**src/rtl/assert_macros.svh**
```systemverilog
// assertion macros used by the pdl_back module
`ifndef ASSERT_MACROS_SVH
`define ASSERT_MACROS_SVH

// same-cycle implication, checked out of reset
`define PDL_ASSERT_IMPLY(lbl, ante, cons) \
  lbl: assert property (@(posedge clk_i) disable iff (!rst_ni) (ante) |-> (cons)) \
    else $error("same-cycle check failed");

// next-cycle implication, checked out of reset
`define PDL_ASSERT_NEXT(lbl, ante, cons) \
  lbl: assert property (@(posedge clk_i) disable iff (!rst_ni) (ante) |=> (cons)) \
    else $error("next-cycle check failed");

`endif

```
**src/rtl/pdl_pkg.sv**
```systemverilog
// types and constants of the position delay line
package pdl_pkg;

  localparam int unsigned POS_W  = 32;
  localparam int unsigned VAL_W  = 32;
  localparam int unsigned RANK_W = 8;
  localparam int unsigned ENTRY_W = POS_W + VAL_W + RANK_W;

  localparam logic REQ_SAMPLE = 1'b0;
  localparam logic REQ_SEAM   = 1'b1;

  localparam logic [POS_W-1:0] RESET_DELAY_UM = 32'd100;

  typedef struct packed {
    logic                     seam;
    logic                     has_bound;
    logic [POS_W-1:0]         bound;
    logic [POS_W-1:0]         pos;
    logic signed [VAL_W-1:0]  value;
    logic [RANK_W-1:0]        rank;
  } cmd_t;

endpackage

```
**src/rtl/pdl_cmd_fifo.sv**
```systemverilog
// two-entry command queue between front and back
module pdl_cmd_fifo (
  input  logic          clk_i,
  input  logic          rst_ni,
  input  logic          push_i,
  input  pdl_pkg::cmd_t cmd_i,
  output logic          full_o,
  input  logic          pop_i,
  output logic          valid_o,
  output pdl_pkg::cmd_t cmd_o
);

  pdl_pkg::cmd_t slot_q [2];
  logic          wr_ptr_q, rd_ptr_q;
  logic [1:0]    count_q;

  assign full_o  = (count_q == 2'd2);
  assign valid_o = (count_q != 2'd0);
  assign cmd_o   = slot_q[rd_ptr_q];

  always_ff @(posedge clk_i) begin
    if (push_i) begin
      slot_q[wr_ptr_q] <= cmd_i;
    end
  end

  always_ff @(posedge clk_i or negedge rst_ni) begin
    if (!rst_ni) begin
      wr_ptr_q <= 1'b0;
      rd_ptr_q <= 1'b0;
      count_q  <= 2'd0;
    end else begin
      if (push_i) begin
        wr_ptr_q <= ~wr_ptr_q;
      end
      if (pop_i) begin
        rd_ptr_q <= ~rd_ptr_q;
      end
      case ({push_i, pop_i})
        2'b10:   count_q <= count_q + 2'd1;
        2'b01:   count_q <= count_q - 2'd1;
        default: count_q <= count_q;
      endcase
    end
  end

endmodule

```
**config.mk**
```make
export PLATFORM = sky130hd
export DESIGN_NAME = pdl_cmd_fifo
export DESIGN_NICKNAME = d
export VERILOG_FILES = /design/src/rtl/assert_macros.svh /design/src/rtl/pdl_pkg.sv /design/src/rtl/pdl_cmd_fifo.sv
export SDC_FILE = /design/constraint.sdc
export NUM_CORES = 1
export LEC_CHECK = 0
export BUFFER_PORTS_ARGS = -buffer_cell sky130_fd_sc_hd__buf_4
export CORE_ASPECT_RATIO = 0.8
export CORE_MARGIN = 4
export CORE_UTILIZATION = 24
export CTS_BUF_LIST = sky130_fd_sc_hd__clkbuf_16
export CTS_CLUSTER_DIAMETER = 50
export CTS_CLUSTER_SIZE = 25
export DETAILED_ROUTE_END_ITERATION = 10
export SYNTH_ARGS = -nofsm -noshare
export SYNTH_HDL_FRONTEND = slang
export SYNTH_SLANG_ARGS = --single-unit
```
**constraint.sdc**
```tcl
create_clock -name clk_i -period 10 [get_ports clk_i]
set_input_delay 1.5 -clock clk_i [delete_from_list [all_inputs] [get_ports clk_i]]
set_output_delay 1.5 -clock clk_i [all_outputs]
set_load 0.01 [all_outputs]
```
; Word-level counts from Yosys, hierarchy flattened
; Memories as Yosys holds them, arrays and structs flattened.
; Cells that the tools add are included.
[totals]
latchBits = 0
memories = 1
input_bits = 110
regBits = 4
wordCells = 16
ram_bits = 212
romBits = 0
out_inout_bits = 108
[op_classes]
shift = 0
div_mod_pow = 0
n_mux = 3
n_mul = 0
n_bitwise = 2
n_addsub = 2
magnitude_cmp = 0
reduce_logical = 2
eq_ne = 3
[memory_table]
columns = name, depth, width, read_ports, rd_ports_with_merged_regs, wr, line
row1 = slot_q, 2, 106, 1, 0, 1, pdl_cmd_fifo.sv:13  ; pdl_pkg::cmd_t slot_q [2];
[ops]
columns = operator, n
row1 = "equality test 2 bit, second input constant", 2
row2 = case mux 2 bit (2 select lines), 1
row3 = nonzero test 2 bit, 2
row4 = "adder 2 x 1 -> 2 bit, second input constant", 1
row5 = "equality test 2 x 1 -> 1 bit, second input constant", 1
row6 = two-way mux 1 bit, 2
row7 = inverter 1 bit, 2
row8 = "subtractor 2 x 1 -> 2 bit, second input constant", 1

; Longest topological paths before layout
[logic_depth]
depth_word = 2
depth_mapped = 5
ltp_nobuf = 5

; Worst setup path before layout
; OpenSTA, ideal clock, no wires.
[synth_timing]
kind = input port to flip-flop
startpoint = input push_i
endpoint = memory slot_q[0][0] (netlist name) (enable)
t_arrival_ps = 5999
path_buffers = 0
setup_ps = 575
cell_stages = 2
setup_slack_ps = 3426
cell_sequence = inv_1 > nor2_1
[synth_between]
elab_chain_cells = 2
[synth_rtl]
columns = element, line
row1 = from (decl), pdl_cmd_fifo.sv:5  ; input logic push_i,
row2 = two-way mux 1 bit, pdl_cmd_fifo.sv:22  ; if (push_i) begin
row3 = two-way mux 1 bit (not written as such), pdl_cmd_fifo.sv:23  ; slot_q[wr_ptr_q] <= cmd_i;
row4 = to (decl), pdl_cmd_fifo.sv:13
; Every way passes these cells.

==> impl_results.md <==
- Max transition margin: 0.376
- Core Region: 32600 µm²
- Initial core utilization: 0.244
- Status: completed
- Gr usage total: 0.0867
- Worst Path Arrival: about 2900 ps
- Mapped Cells: 346
- Mapped cell area: about 8000 µm²
- Final net count: ~690
- Syn Nets: between 400 and 500
- Netlist cell types: 14
- RSZ-0062 raised after global routing: no
- Total gr overflow: 0
- HPWL Detailed: between 10 and 15 mm
- Setup Fix Bufs, Post-CTS: 0
- Clock power share: 0.282
- Standby leakage power: 4.08 nW
- WL/cell: 16.1 µm
- CTS tree: built
- Rows: between 50 and 60
- CP Cell Sequence: buf_4 -> mux2_2 -> buf_4
- Cell depth of the worst flop-to-flop path: 2
- Routability Congestion: approximately 0.67
- TNS Setup: 0 ps
- Vias per Instance: 3.91
- Share of cells above drive strength 1: 0.621
- Root Buffer: clkbuf_16
- Clock Skews: 17.0 ps
- Resize count post-CTS: 0
- Critical path class: flip-flop to output pin
- Pint: roughly 2.1 mW
- Routed Antenna Nets: 0
- CTS buffer count: 23
- Class of the worst hold path: flip-flop to flip-flop
- First-pass GRT wire length: 24.3 mm
- Placed Cells: 982
- Worst hold path cell count: 1
- Commonest non-fill, non-tap cell in the layout: buf_4
- Slowest stage cell, crit path: dfrtp_4
- Maximum clock frequency: 230 MHz
- CP most frequent cell: buf_4
- Die width: between 200 and 250 µm
- Min cycle time layout: 4350 ps
- Die ar.: 36100 µm²
- Height of the die: between 150 and 200 µm
- Worst vdd ir: approximately 0.00015 V
- Worst Tran Pin Value: roughly 940 ps
- Area taken by multi-input logic gates: 1400 µm²
- Max-slew violation count: 0
- Net switching power: 0.892 mW
- Largest net degree at the start of global routing: 66
- Slowest stage delay, CP: 990 ps
- Yosys warnings: 0
- Maxcap violations: 0
- Fin. Hold Viols: 0
- DRT Wirelength: 16.5 mm
- DRT Pass-1 Iters: 4
- H-tree lvl count: 1
- Most frequent cells in the layout: buf_4 (221), edfxtp_1 (212), mux2_2 (76), mux2_4 (30), clkbuf_16 (23)
- Worst-path clk slew: 70 ps
- Vias in the first global route: 4235
- Vias: 4002
- Crit-path max FO: 65
- Critical Path Start Type: flip-flop
- Quantity of hold-fixing buffers added after cts: 0
- CP endpoint kind: output pin
- Clock latency on the worst-skew pair: 520 ps
- Syn Area/Cell: 23.0 µm²
- IO Pins: 218
- Sequential cell area: approximately 6500 µm²
- Fill count: 3129
- DRT iter0 DRCs: 219
- CP Data Required Time: 8500 ps
- PortBufs: approximately 220
- Synthesis-stage register bit count: ~220
- R2R Setup Slk: 7700 ps
- Gate power share: 0.292
- Max Root-Sink Buffers: 3
- Final period util: 0.435
- Setup Viol. Count Final: 0
- Power per cell area: 280 nW/µm²
- Area growth syn-to-layout: 36.6%
- Post-synthesis sequential area ratio: 0.813
- DRC: 0
- Seq pwr share: 0.426
- Antenna violations before repair: 0
- Net Sw Frac: 0.294
- # diodes: 0
- Clk sink count: ~220
- Final Non-Filler Cells: a little over 1000
-- Yosys cell counts --
cell      count  area share
edfxtp_1    212        0.80
mux2_2       76        0.11
mux2_4       30       0.057
buf_2         7      0.0044
buf_6         5      0.0071
dfrtp_1       4       0.013
xor2_1        3      0.0033
nor2_1        2     0.00094
xnor2_1       2      0.0022
and2_1        1     0.00079
ha_1          1      0.0016
inv_1         1     0.00047
nor2b_1       1     0.00079
or2_2         1     0.00079
-- power groups by stage --
stage | clock network [mW] | logic [mW] | registers, mW
2_1_floorplan | 0 | 0.549 | 1.27
3_3_place_gp | 0 | 0.907 | 1.31
3_5_place_dp | 0 | 0.910 | 1.32
4_1_cts | 0.897 | 0.914 | 1.30
5_1_grt | 0.939 | 0.958 | 1.31
6_report | 0.858 | 0.886 | 1.29
-- stage by stage --
stage | cell area [µm²] | setup slack, ps | util | power, mW | hold WS [ps]
final | 10900 | 5650 | 0.333 | 3.04 | 488
after global routing | 10900 | 5430 | 0.333 | 3.21 | 513
after CTS | 10900 | 5460 | 0.333 | 3.11 | 484
after detailed placement | 10100 | 6050 | 0.308 | 2.23 | 471
after global placement | 10100 | 6070 | 0.308 | 2.22 | 465
after floorplan | 7950 | 3430 | - | 1.82 | 447
-- state kept, by name (all words and copies together), names as in the netlist --
register,flops
count_q,2
rd_ptr_q,1
slot_q,212
wr_ptr_q,1
-- per-layer routing --
metal | vias to the layer above | part of all wire | GRT usage
met5 | - | 0 | 0
met4 | 0 | 0.021 | 0.0227
met3 | 20 | 0.11 | 0.0431
met2 | 181 | 0.44 | 0.131
met1 | 1953 | 0.43 | 0.112
li1 | 1848 | - | -
-- cell families after synthesis --
group	after synthesis	synth area share
DFF	216	0.813
muxes	106	0.164
buffers and inverters	13	0.0120
xor gates and xnor gates	5	0.00551
and+or+nand+nor	5	0.00331
adders and majority gates	1	0.00157
-- worst paths after layout --
kind	start	end
min in group asynchronous	rst_ni	count_q[0]$_DFFE_PN0P_
worst max register to register	wr_ptr_q$_DFFE_PN0P_	slot_q[1][44]$_DFFE_PP_
worst max-delay path	rd_ptr_q$_DFFE_PN0P_	cmd_o[103]
max in group asynchronous	rst_ni	rd_ptr_q$_DFFE_PN0P_
worst min register to register	count_q[1]$_DFFE_PN0P_	count_q[1]$_DFFE_PN0P_
worst min-delay path	count_q[1]$_DFFE_PN0P_	count_q[1]$_DFFE_PN0P_
-- cell type report --
class	count	share of cell area
repair buffers	221	0.153
inverters	1	0.000346
clock inverters	18	0.0198
multi-input cells	117	0.129
well taps	427	0.0492
flip-flops and latches	216	0.596
clock buffers	23	0.0530
-- critical path: cells and delay by family (launching register included) --
family | cells | cell delay (ps)
flops | 1 | 990
buf+inv | 2 | 880
mux | 1 | 420
Note: power is estimated with default switching activity, not from simulation.
