==> src/rtl/assert_macros.svh <==
// assertion macros used by the pdl_back module
`ifndef ASSERT_MACROS_SVH
`define ASSERT_MACROS_SVH

// same-cycle implication, checked out of reset
`define PDL_ASSERT_IMPLY(lbl, ante, cons) \
  lbl: assert property (@(posedge clk_i) disable iff (!rst_ni) (ante) |-> (cons)) \
    else $error("same-cycle check failed");

// next-cycle implication, checked out of reset
`define PDL_ASSERT_NEXT(lbl, ante, cons) \
  lbl: assert property (@(posedge clk_i) disable iff (!rst_ni) (ante) |=> (cons)) \
    else $error("next-cycle check failed");

`endif

==> src/rtl/pdl_pkg.sv <==
// types and constants of the position delay line
package pdl_pkg;

  localparam int unsigned POS_W  = 32;
  localparam int unsigned VAL_W  = 32;
  localparam int unsigned RANK_W = 8;
  localparam int unsigned ENTRY_W = POS_W + VAL_W + RANK_W;

  localparam logic REQ_SAMPLE = 1'b0;
  localparam logic REQ_SEAM   = 1'b1;

  localparam logic [POS_W-1:0] RESET_DELAY_UM = 32'd100;

  typedef struct packed {
    logic                     seam;
    logic                     has_bound;
    logic [POS_W-1:0]         bound;
    logic [POS_W-1:0]         pos;
    logic signed [VAL_W-1:0]  value;
    logic [RANK_W-1:0]        rank;
  } cmd_t;

endpackage

==> src/rtl/pdl_front.sv <==
// front end: delay register, command accept and classification
module pdl_front (
  input  logic                         clk_i,
  input  logic                         rst_ni,
  input  logic                         start,
  output logic                         busy,
  input  logic                         req_type_i,
  input  logic [pdl_pkg::POS_W-1:0]    position_um_i,
  input  logic signed [pdl_pkg::VAL_W-1:0] data_value_i,
  input  logic [pdl_pkg::RANK_W-1:0]   data_rank_i,
  input  logic                         cfg_valid_i,
  output logic                         cfg_ready_o,
  input  logic [pdl_pkg::POS_W-1:0]    cfg_data_i,
  input  logic                         fifo_full_i,
  output logic                         push_o,
  output pdl_pkg::cmd_t                cmd_o
);

  logic [pdl_pkg::POS_W-1:0] delay_q;

  assign cfg_ready_o = 1'b1;

  always_ff @(posedge clk_i or negedge rst_ni) begin
    if (!rst_ni) begin
      delay_q <= pdl_pkg::RESET_DELAY_UM;
    end else if (cfg_valid_i && cfg_ready_o) begin
      delay_q <= cfg_data_i;
    end
  end

  assign busy   = fifo_full_i;
  assign push_o = start && !busy;

  always_comb begin
    cmd_o.seam      = (req_type_i == pdl_pkg::REQ_SEAM);
    cmd_o.has_bound = (position_um_i >= delay_q);
    cmd_o.bound     = position_um_i - delay_q;
    cmd_o.pos       = position_um_i;
    cmd_o.value     = data_value_i;
    cmd_o.rank      = data_rank_i;
  end

endmodule

==> config.mk <==
export PLATFORM = sky130hd
export DESIGN_NAME = pdl_front
export DESIGN_NICKNAME = d
export VERILOG_FILES = /design/src/rtl/assert_macros.svh /design/src/rtl/pdl_pkg.sv /design/src/rtl/pdl_front.sv
export SDC_FILE = /design/constraint.sdc
export NUM_CORES = 1
export LEC_CHECK = 0
export ABC_AREA = 1
export BUFFER_PORTS_ARGS = -buffer_cell sky130_fd_sc_hd__buf_4
export CORE_ASPECT_RATIO = 0.6
export CORE_MARGIN = 5
export CORE_UTILIZATION = 35
export DETAILED_ROUTE_END_ITERATION = 12
export GPL_TIMING_DRIVEN = 0
export HOLD_SLACK_MARGIN = 0.06
export SETUP_SLACK_MARGIN = 0.3
export SLEW_MARGIN = 20
export SYNTH_ARGS = -nofsm -noshare
export SYNTH_HDL_FRONTEND = slang
export SYNTH_SLANG_ARGS = --single-unit
==> constraint.sdc <==
create_clock -name clk_i -period 3.25 [get_ports clk_i]
set_input_delay 0.1625 -clock clk_i [delete_from_list [all_inputs] [get_ports clk_i]]
set_output_delay 0.1625 -clock clk_i [all_outputs]
set_load 0.02 [all_outputs]
=== Yosys cells after proc, flatten, opt, wreduce, memory -nomap -nowiden ===
Cells that the tools add are included.

* Flip-flop bits (word level): 32
* Input port bits: 110
* Output and inout port bits: 109
* Logic and storage cells: 5

* Add/sub/neg operators: 1
* $lt $le $gt $ge: 1
* Reductions and logical operators: 2

{| class="wikitable"
|+ Operators by type and width
! cell !! count
|-
| $ge 32x32->1 || 1
|-
| $sub 32x32->32 || 1
|-
| $logic_and 1x1->1 || 1
|-
| $logic_not 1->1 || 1
|}

=== Depth between registers and ports, before layout ===
Gate-level depths: netlist (run 1).

* Depth after elaboration: 2
* Gate-level depth with buffers: 13
* Depth with buffers taken out: 13

=== Worst setup path before layout (run 1) ===
Ideal clock, no wire load.

* Kind: register -> output
* Start: register delay_q[0] in the netlist's numbering
* End: output port cmd_o[88] in the netlist's numbering
* Arrival: 1.848 ns
* Data required time: 3.087 ns
* Slack: 1.240 ns
* Stages on the path, launching flop included: 11
* Path buffers: 0
* Path through: dfrtp_1 -> ha_1 -> fa_1 -> inv_1 -> nand3_1 -> nand3_1 -> nand2_1 -> nand2_2 -> nand2_1 -> nand2_1 -> xor2_1

{| class="wikitable"
|+ RTL lines
! item !! RTL line !! source
|-
| start, declared || pdl_front.sv:19 || <nowiki>logic [pdl_pkg::POS_W-1:0] delay_q;</nowiki>
|-
| start signal, assigned || pdl_front.sv:25 || <nowiki>delay_q <= pdl_pkg::RESET_DELAY_UM;</nowiki>
|-
| start signal, assigned || pdl_front.sv:27 || <nowiki>delay_q <= cfg_data_i;</nowiki>
|-
| end, declared || pdl_front.sv:16 || <nowiki>output pdl_pkg::cmd_t cmd_o</nowiki>
|}

==> results of run 1 <==
==> through the flow <==
stage | setup WS, ps | area, um2 | utilization, % | hold slack [ps] | total power [mW]
after floorplan | 1240 | 4263 | - | -133.1 | 1.267
after global placement | 993.9 | 5783 | 48.25 | 119.5 | 1.776
after detailed placement | 1021 | 5783 | 48.25 | 120.1 | 1.779
after CTS | 707.4 | 5934 | 49.51 | 80.12 | 2.249
after global routing | 535.1 | 5934 | 49.51 | 85.35 | 2.403
final | 699.9 | 5934 | 49.51 | 82.06 | 2.245
==> power by group <==
part | leakage [nW] | total (mW) | switching (mW) | internal (mW)
registers | 0.383 | 0.446 | 0.00939 | 0.436
logic | 3.26 | 1.34 | 0.801 | 0.535
clock network | 0.0669 | 0.463 | 0.180 | 0.283
total | 3.71 | 2.25 | 0.991 | 1.25
==> critical path: stages, from the launching register on <==
cell	delay, ps
dfrtp_1	390
ha_1	240
fa_1	410
inv_1	110
nand3_1	70
nand3_1	140
nand2_1	80
nand2_2	90
nand2_1	50
nand2_1	90
xor2_1	230
buf_4	190
==> kinds of logic (layout without fill, tap and decap cells) <==
family,after synthesis,after routing,synth area share (%)
adders and majority gates,33,33,9.862
AOI/OAI and AO/OA,57,57,6.868
muxes,1,1,0.2641
buffers and inverters,234,418,27.21
DFF,32,32,18.87
other,1,1,0.08797
xor gates and xnor gates,15,15,3.082
and+or+nand+nor,357,357,33.75
==> cell usage in the layout (no fill, tap or decap), types with 2 or more instances in the layout <==
| master | synthesis | routed |
|---|---|---|
| dfstp_2 | 3 | 3 |
| nand3_1 | 27 | 27 |
| a21oi_1 | 21 | 21 |
| o21bai_1 | 2 | 2 |
| ha_1 | 32 | 32 |
| clkbuf_16 | 0 | 5 |
| nor3_1 | 4 | 4 |
| nand3_2 | 2 | 2 |
| inv_1 | 152 | 152 |
| nor2_1 | 46 | 46 |
| dfrtp_1 | 29 | 29 |
| nand4_1 | 5 | 5 |
| nand2_2 | 11 | 11 |
| xnor2_1 | 2 | 2 |
| o21ai_0 | 33 | 33 |
| xor2_1 | 13 | 13 |
| nand2_1 | 259 | 259 |
| clkbuf_1 | 7 | 8 |
| buf_4 | 75 | 250 |
==> worst max-delay path by stage <==
stage                 to  slack (ps)
2_1_floorplan  cmd_o[88]        1240
3_3_place_gp   cmd_o[88]         990
3_5_place_dp   cmd_o[88]        1020
4_1_cts        cmd_o[88]         710
5_1_grt        cmd_o[88]         540
6_report       cmd_o[88]         700
==> final cells by class <==
| type | instances | area, um2 |
|---|---|---|
| fillers | 1325 | 6051 |
| plain buffers | 82 | 589.3 |
| repair buffers | 176 | 1324 |
| flip-flops and latches | 32 | 804.5 |
| well taps | 165 | 206.4 |
| clock buffers | 6 | 128.9 |
| clock inverters | 2 | 12.51 |
| multi-input cells | 464 | 2298 |
| inverters | 152 | 570.5 |
==> metal layers <==
metal	global-route usage, %	vias up	wire, um
li1	-	2466	-
met2	23.34	174	5085
met4	2.446	0	67
met1	31.65	1930	7736
met3	4.444	5	1310
met5	0	-	0
==> repair_timing <==
| action | in CTS | in global routing |
|---|---|---|
| gates resized for setup | 0 | 0 |
| hold endpoints to repair | 29 | 0 |
| hold buffers | 1 | 0 |
==> results_dict.tcl, run 1 <==
set metrics [dict create \
    tns_ps 0 \
    postRouteAntennaNets 0 \
    initialDrtViolationCount 350 \
    synthDistinctLibCells 25 \
    holdCritPathClass "in2reg" \
    root_buffer "clkbuf_16" \
    h-tree-depth 2 \
    clk_latency_ps 280 \
    synth_common_cells "259 x nand2_1, 152 x inv_1, 75 x buf_4" \
    diodes 0 \
    setup_viol 0 \
    cts.clk_slew.worst_paths_ps 60 \
    clock-sinks 32 \
    core_um2 11990 \
    grt_overflow_total 0 \
    p_leak_nw 3.707 \
    numCtsBuffers 5 \
    path_class "reg2out" \
    min_period_ps 2550 \
    hold_depth 3 \
    synth_top_area_cell "nand2_1" \
    finalNonFillerCells 1079 \
    place.gp.congestion 0.9518 \
    synth_nets 873 \
    vdd_ir_drop_max_mv 0.2101 \
    vias_per_cell 4.240 \
    syn_area_um2 4263 \
    fp-row-count 31 \
    syn2layout_area_growth_pct 39.21 \
    synth_edf_count 0 \
    synth.top_cell.area_share_pct 22.81 \
    port_buffers 175 \
    drv_cap 0 \
    pin_count 219 \
    grt_pass1_wl_mm 21.82 \
    drc 0 \
    timing.final.crit_share_pct 78.46 \
    dp_hpwl_mm 12.57 \
    synth_most_common_cell "nand2_1" \
    final_nets 1056 \
    ys_seq_elements 32 \
    reg2reg_to "delay_q[6]" \
    status "finished clean" \
    dieArea_um2 14560 \
    num_vias 4575 \
    max_freq_mhz 392.1 \
    postCtsSetupBuffers 0 \
    die_h_um 95.49 \
    cts_buffer_depth 2 \
    synth_flop_cell "dfrtp_1" \
    hold_viol 0 \
    start_util_pct 35.57 \
    synth_area_per_cell_um2 5.840 \
    grt_antenna_before_repair 0 \
    r2r_setup_slack_ps 2390 \
    min_from "cfg_data_i[24]" \
    grt_max_degree 33 \
    rsz0062_at_grt "no" \
    regMostFlops "delay_q" \
    largest_reg_flops 32 \
    async_reset_ff_share_pct 100.0 \
    cp.arrival_ps 2390 \
    grt_pass1_vias 4160 \
    required_ps 3090 \
    ys_seq_area_share_pct 18.87 \
    reg_top3 "delay_q (32)" \
    cp-startpoint "delay_q[0]" \
    ff2ff_path_depth 2 \
    end_kind "primary output" \
    first_pass_iters 5 \
    dp_cells 1070 \
    start_kind "flip-flop" \
    cts_tree "built" \
    die_x_um 152.5 \
    report.final.slew_viol_count 0 \
    p_per_area_nw_per_um2 378.3 \
    synth_area_leaders "nand2_1 23%, dfrtp_1 17%, inv_1 13%" \
    clock_skew_ps 0 \
    grt_use_total_pct 18.81 \
    routedWlPerCell_um 13.16 \
    holdPathEnd "delay_q[24]" \
    wl_mm 14.20 \
    crit_fanout 3 \
    synthCells 730 \
    r2r_start "delay_q[6]" \
    ys_warn_count 0 \
    drive_gt1_share_pct 30.09 \
]
No activity file was read; power rests on OpenSTA's default activity.
==> run 2, diff against run 1 <==
--- a/config.mk
+++ b/config.mk
@@ -5,7 +5,7 @@
 export SDC_FILE = /design/constraint.sdc
 export NUM_CORES = 1
 export LEC_CHECK = 0
-export ABC_AREA = 1
+export ABC_AREA = 0
 export BUFFER_PORTS_ARGS = -buffer_cell sky130_fd_sc_hd__buf_4
 export CORE_ASPECT_RATIO = 0.6
 export CORE_MARGIN = 5
@@ -13,6 +13,7 @@
 export DETAILED_ROUTE_END_ITERATION = 12
 export GPL_TIMING_DRIVEN = 0
 export HOLD_SLACK_MARGIN = 0.06
+export PLACE_DENSITY = 0.7
 export SETUP_SLACK_MARGIN = 0.3
 export SLEW_MARGIN = 20
 export SYNTH_ARGS = -nofsm -noshare
==> constraint.sdc (replaced) <==
create_clock -name clk_i -period 2.2 [get_ports clk_i]
set_input_delay 0.11 -clock clk_i [delete_from_list [all_inputs] [get_ports clk_i]]
set_output_delay 0.11 -clock clk_i [all_outputs]
set_load 0.02 [all_outputs]
==> run 2 against run 1 <==
  * The run now ends with setup timing left
  * Flip-flop and latch count unchanged
  * Clock power increased by 73%
  * Critical path depth decreased by 1
  * First-iteration DRC count decreased by 49%
  * Routed wire length decreased by 1.7%
  * Sequential share of layout area decreased by 1.7 points
  * Clock skew unchanged
  * Register-to-register slack got worse by 1200 ps
  * Hold slack got worse by 22 ps
  * Cell count decreased by 21%
==> results_dict.tcl, run 2 <==
set metrics [dict create \
    final_cell_mix "269 x buf_4, 46 x nand2_1, 39 x o21ai_0" \
    rsz0062_at_grt "yes" \
    start_util_pct 36.40 \
    routedWlPerCell_um 16.38 \
    p_per_area_nw_per_um2 611.4 \
    synth_top_area_cell "dfrtp_1" \
    pin_count 219 \
    timing.final.crit_share_pct 125.4 \
    ys_warn_count 0 \
    h-tree-depth 2 \
    tightest_slew_ps 576.8 \
    cts_buffer_depth 2 \
    reg_top3 "delay_q (32)" \
    hold_viol 0 \
    synth_edf_count 0 \
    clock-sinks 32 \
    final-seq-area_um2 804.5 \
    pre_cts_ws_ps -484.4 \
    required_ps 2090 \
    p_leak_nw 3.345 \
    first_pass_iters 4 \
    vdd_ir_drop_max_mv 0.3238 \
    synth_flop_cell "dfrtp_1" \
    clk_latency_ps 280 \
    cp.arrival_ps 2650 \
    ys_seq_elements 32 \
    failed_checks "setup timing" \
    die_x_um 141.6 \
    syn2layout_area_growth_pct 87.40 \
    ys_seq_area_share_pct 22.13 \
    core_um2 9985 \
    r2r_setup_slack_ps 1170 \
    r2r_start "delay_q[5]" \
    clock_skew_ps 0 \
    fp-row-count 28 \
    numCtsBuffers 5 \
    num_vias 4058 \
    synth.top_cell.area_share_pct 19.97 \
    start_kind "flip-flop" \
    fin_area_um2 6812 \
    holdCritPathClass "in2reg" \
    synth_nets 605 \
    drc 0 \
    place.gp.congestion 0.8616 \
    grt_pass1_vias 4161 \
    async_reset_ff_share_pct 100.0 \
    port_buffers 175 \
    initialDrtViolationCount 179 \
    root_buffer "clkbuf_16" \
    final_nets 859 \
    min_period_ps 2758 \
    reg2reg_to "delay_q[5]" \
    synth_area_per_cell_um2 7.867 \
    vias_per_cell 4.763 \
    fin_ws_ps -558.0 \
    synthCells 462 \
    grt_pass1_wl_mm 20.37 \
    drv_cap 0 \
    crit_fanout 5 \
    finalNonFillerCells 852 \
    regMostFlops "delay_q" \
    postRouteAntennaNets 0 \
    dieArea_um2 12590 \
    place_area_um2 5414 \
    final_common_cell "buf_4" \
    synth_most_common_cell "buf_4" \
    max_freq_mhz 362.6 \
    ff2ff_path_depth 4 \
    largest_reg_flops 32 \
    grt_antenna_before_repair 0 \
    die_h_um 88.94 \
    slew_headroom_pct 61.55 \
    holdPathEnd "delay_q[12]" \
    hold_depth 3 \
    synth_area_leaders "dfrtp_1 20%, buf_4 15%, ha_1 11%" \
    report.final.slew_viol_count 0 \
    wl_mm 13.95 \
    grt_overflow_total 0 \
    setup_viol 27 \
    dp_hpwl_mm 9.850 \
    grt_use_total_pct 20.06 \
    drive_gt1_share_pct 58.58 \
    syn_area_um2 3635 \
    grt_max_degree 33 \
    synth_common_cells "75 x buf_4, 48 x nand2_1, 44 x o21ai_0" \
    min_from "cfg_data_i[12]" \
    nFillCells 812 \
    cts_tree "built" \
    multi_input_area_um2 2859 \
    end_kind "primary output" \
    path_class "reg2out" \
    status "finished, violations left" \
    synthDistinctLibCells 57 \
    cts.clk_slew.worst_paths_ps 50 \
    dp_cells 772 \
    diodes 0 \
    fin_util_pct 68.22 \
]
run 2: what timing repair did:
action                                  4_1_cts  5_1_grt
hold endpoints to repair                     56        0
buffers inserted                             33       11
endpoints found under the setup margin       29       31
pin swaps                                    24       21
resized for setup                            80       44
hold buffers                                 28        0
run 2: where the power goes:
part | switching (mW) | leakage [nW] | internal, mW | total [mW]
combinational | 1.36 | 2.88 | 1.34 | 2.70
clock | 0.270 | 0.0808 | 0.533 | 0.803
sequential | 0.0177 | 0.383 | 0.645 | 0.663
total | 1.65 | 3.35 | 2.52 | 4.16
run 2: area by class of cell:
| cell class | count | share of cell area [%] |
|---|---|---|
| Clock buffer | 6 | 1.892 |
| Inverter | 40 | 2.204 |
| Multi-Input combinational cell | 305 | 41.97 |
| Tap cell | 135 | 2.480 |
| Buffer | 85 | 9.442 |
| Timing Repair Buffer | 247 | 29.68 |
| Sequential cell | 32 | 11.81 |
| Clock inverter | 2 | 0.5143 |
run 2: worst max path at each step:
stage                       to  slack (ps)         from
floorplan           cmd_o[104]         -40   delay_q[2]
global placement    cmd_o[104]        -430  delay_q[23]
detailed placement  cmd_o[104]        -480  delay_q[23]
CTS                 cmd_o[104]        -530   delay_q[5]
global route        cmd_o[104]        -620   delay_q[5]
finish              cmd_o[104]        -560   delay_q[5]
run 2: metrics by stage:
stage | power (mW) | hold WS, ps | setup TNS [ps]
4_1_cts | 3.959 | 60.82 | -8569
3_3_place_gp | 2.730 | 84.60 | -3043
5_1_grt | 4.376 | 73.02 | -12220
6_report | 4.165 | 60.48 | -10060
3_5_place_dp | 2.758 | 83.45 | -3615
2_1_floorplan | 2.033 | -185.6 | -74.41
run 2: kinds of logic (layout without fill, tap and decap cells):
family,after synthesis,after routing,share of synthesized area (%)
AOI/OAI and AO/OA,135,135,23.68
xor gates and xnor gates,28,28,6.747
adders and majority gates,33,33,11.57
buffers and inverters,125,380,21.51
DFF,32,32,22.13
muxes,1,1,0.3098
other,1,1,0.1032
and+or+nand+nor,107,107,13.94
run 2: worst max-delay path, cell delays in order (launching register included):
cell and delay, ps:
dfstp_2 520, inv_2 50, ha_4 250, and3_4 200
o21ai_4 90, a21oi_4 100, o41ai_4 320, o21ai_4 140
o221a_1 250, o32a_1 300, buf_6 140
run 2: metal layers:
metal / vias to the layer above / GRT usage (%) / part of all wire (%) / routed length (um)
met5: - / 0 / 0 / 0
met4: 0 / 4.355 / 1.2 / 172
met3: 17 / 4.543 / 7.4 / 1035
met2: 161 / 32.89 / 48 / 6654
met1: 1870 / 27.42 / 44 / 6091
li1: 2010 / - / - / -
==> run 3, diff against run 2 <==
--- a/config.mk
+++ b/config.mk
@@ -15,6 +15,7 @@
 export HOLD_SLACK_MARGIN = 0.06
 export PLACE_DENSITY = 0.7
 export SETUP_SLACK_MARGIN = 0.3
+export SKIP_CTS_REPAIR_TIMING = 1
 export SLEW_MARGIN = 20
 export SYNTH_ARGS = -nofsm -noshare
 export SYNTH_HDL_FRONTEND = slang
==> run 3 against run 2 <==
  * The run still ends with setup timing left
  * First-iteration DRC count grew 30%
  * Largest cell class unchanged
  * Combinational power shrank 8.9%
  * Clock skew is the same
==> results_dict.tcl, run 3 (same netlist as run 2, synthesis figures left out) <==
set metrics [dict create \
    hold_viol 0 \
    largest_reg_flops 32 \
    hold_depth 3 \
    wl_mm 12.55 \
    start_util_pct 36.40 \
    r2r_start "delay_q[0]" \
    grt_use_total_pct 17.62 \
    final_common_cell "buf_4" \
    num_vias 3880 \
    p_int_mw 2.379 \
    path_class "reg2out" \
    cp-startpoint "delay_q[4]" \
    drc 0 \
    r2r_setup_slack_ps 1270 \
    finalNonFillerCells 827 \
    dp_hpwl_mm 9.850 \
    cts_tree "built" \
    min_period_ps 2862 \
    cts_buffer_depth 2 \
    holdWs_ps 32.73 \
    fin_area_um2 6342 \
    grt_antenna_before_repair 0 \
    clock-sinks 32 \
    cts.clk_slew.worst_paths_ps 60 \
    regMostFlops "delay_q" \
    p_sw_share_pct 39.22 \
    grt_pass1_wl_mm 17.95 \
    seqPwrFrac_pct 16.9 \
    grt_overflow_total 0 \
    cp.arrival_ps 2750 \
    first_pass_iters 4 \
    initialDrtViolationCount 233 \
    crit_fanout 5 \
    grt_pass1_vias 3663 \
    timing.final.crit_share_pct 130.1 \
    pin_count 219 \
    postRouteAntennaNets 0 \
    end_kind "primary output" \
    diodes 0 \
    clk_latency_ps 280 \
    holdCritPathClass "in2reg" \
    die_x_um 141.6 \
    place.gp.congestion 0.8616 \
    max_freq_mhz 349.4 \
    tns_ps -10600 \
    routedWlPerCell_um 15.17 \
    h-tree-depth 2 \
    die_h_um 88.94 \
    nFillCells 875 \
    dp_cells 772 \
    p_leak_nw 3.189 \
    slew_headroom_pct 60.93 \
    fin_ws_ps -661.8 \
    port_buffers 175 \
    reg_top3 "delay_q (32)" \
    required_ps 2090 \
    rsz0062_at_grt "yes" \
    clock_skew_ps 0 \
    min_from "cfg_data_i[26]" \
    report.final.slew_viol_count 0 \
    root_buffer "clkbuf_16" \
    ff2ff_path_depth 2 \
    p_clk_share_pct 20.3 \
    p_sw_mw 1.535 \
    failed_checks "setup timing" \
    tightest_slew_ps 586.1 \
    grt_max_degree 33 \
    drv_cap 0 \
    reg2reg_to "delay_q[0]" \
    syn2layout_area_growth_pct 74.49 \
    final_cell_mix "264 x buf_4, 46 x nand2_1, 40 x o21ai_0" \
    holdPathEnd "delay_q[26]" \
    drive_gt1_share_pct 55.35 \
    p_per_area_nw_per_um2 617.2 \
    setup_viol 26 \
    vias_per_cell 4.692 \
    power_frac_comb_pct 62.7 \
    place_area_um2 5414 \
    fp-row-count 28 \
    status "finished, violations left" \
    numCtsBuffers 5 \
    core_um2 9985 \
    start_kind "flip-flop" \
    dieArea_um2 12590 \
    vdd_ir_drop_max_mv 0.3559 \
    final_nets 834 \
]
## run 3: worst max-delay path, cell delays in order, from the launching register on
cell	delay [ps]
dfrtp_1	370
inv_2	70
ha_4	220
a21o_4	240
a21oi_4	210
a21oi_4	110
o41ai_4	380
o21ai_4	150
o221a_1	270
o32a_1	300
buf_6	140
## run 3: worst max-delay path by stage
stage | endpoint | slack, ps
finish | cmd_o[104] | -660
global route | cmd_o[104] | -730
CTS | cmd_o[104] | -800
detailed placement | cmd_o[104] | -480
global placement | cmd_o[104] | -430
floorplan | cmd_o[104] | -40
## run 3: final cells by class
| class | count | area (um2) | area share (%) |
|---|---|---|---|
| plain buffers | 85 | 640.6 | 10.10 |
| clock buffers | 6 | 128.9 | 2.032 |
| inverters | 40 | 150.1 | 2.367 |
| multi-input cells | 305 | 2644 | 41.68 |
| clock inverters | 2 | 35.03 | 0.5524 |
| repair buffers | 222 | 1770 | 27.91 |
| flip-flops and latches | 32 | 804.5 | 12.68 |
| well taps | 135 | 168.9 | 2.663 |
## run 3: power by group through the flow
stage | logic, mW | registers, mW | clock network [mW]
6_report | 2.46 | 0.662 | 0.797
2_1_floorplan | 1.37 | 0.667 | 0
5_1_grt | 2.62 | 0.666 | 0.846
3_5_place_dp | 2.09 | 0.672 | 0
4_1_cts | 2.10 | 0.662 | 0.819
3_3_place_gp | 2.06 | 0.670 | 0
## run 3: routing by layer
metal / wire length, um / global-route usage [%] / vias up
li1: - / - / 1957
met1: 5724 / 26.09 / 1773
met2: 5731 / 26.57 / 142
met3: 1042 / 4.383 / 8
met4: 46 / 2.526 / 0
met5: 0 / 0 / -
## run 3: metrics by stage
step | setup WS (ps) | total power [mW] | util [%]
2_1_floorplan | -43.70 | 2.033 | -
3_3_place_gp | -433.0 | 2.730 | 54.22
3_5_place_dp | -484.4 | 2.758 | 54.22
4_1_cts | -804.8 | 3.580 | 55.86
5_1_grt | -729.7 | 4.132 | 63.52
6_report | -661.8 | 3.915 | 63.52
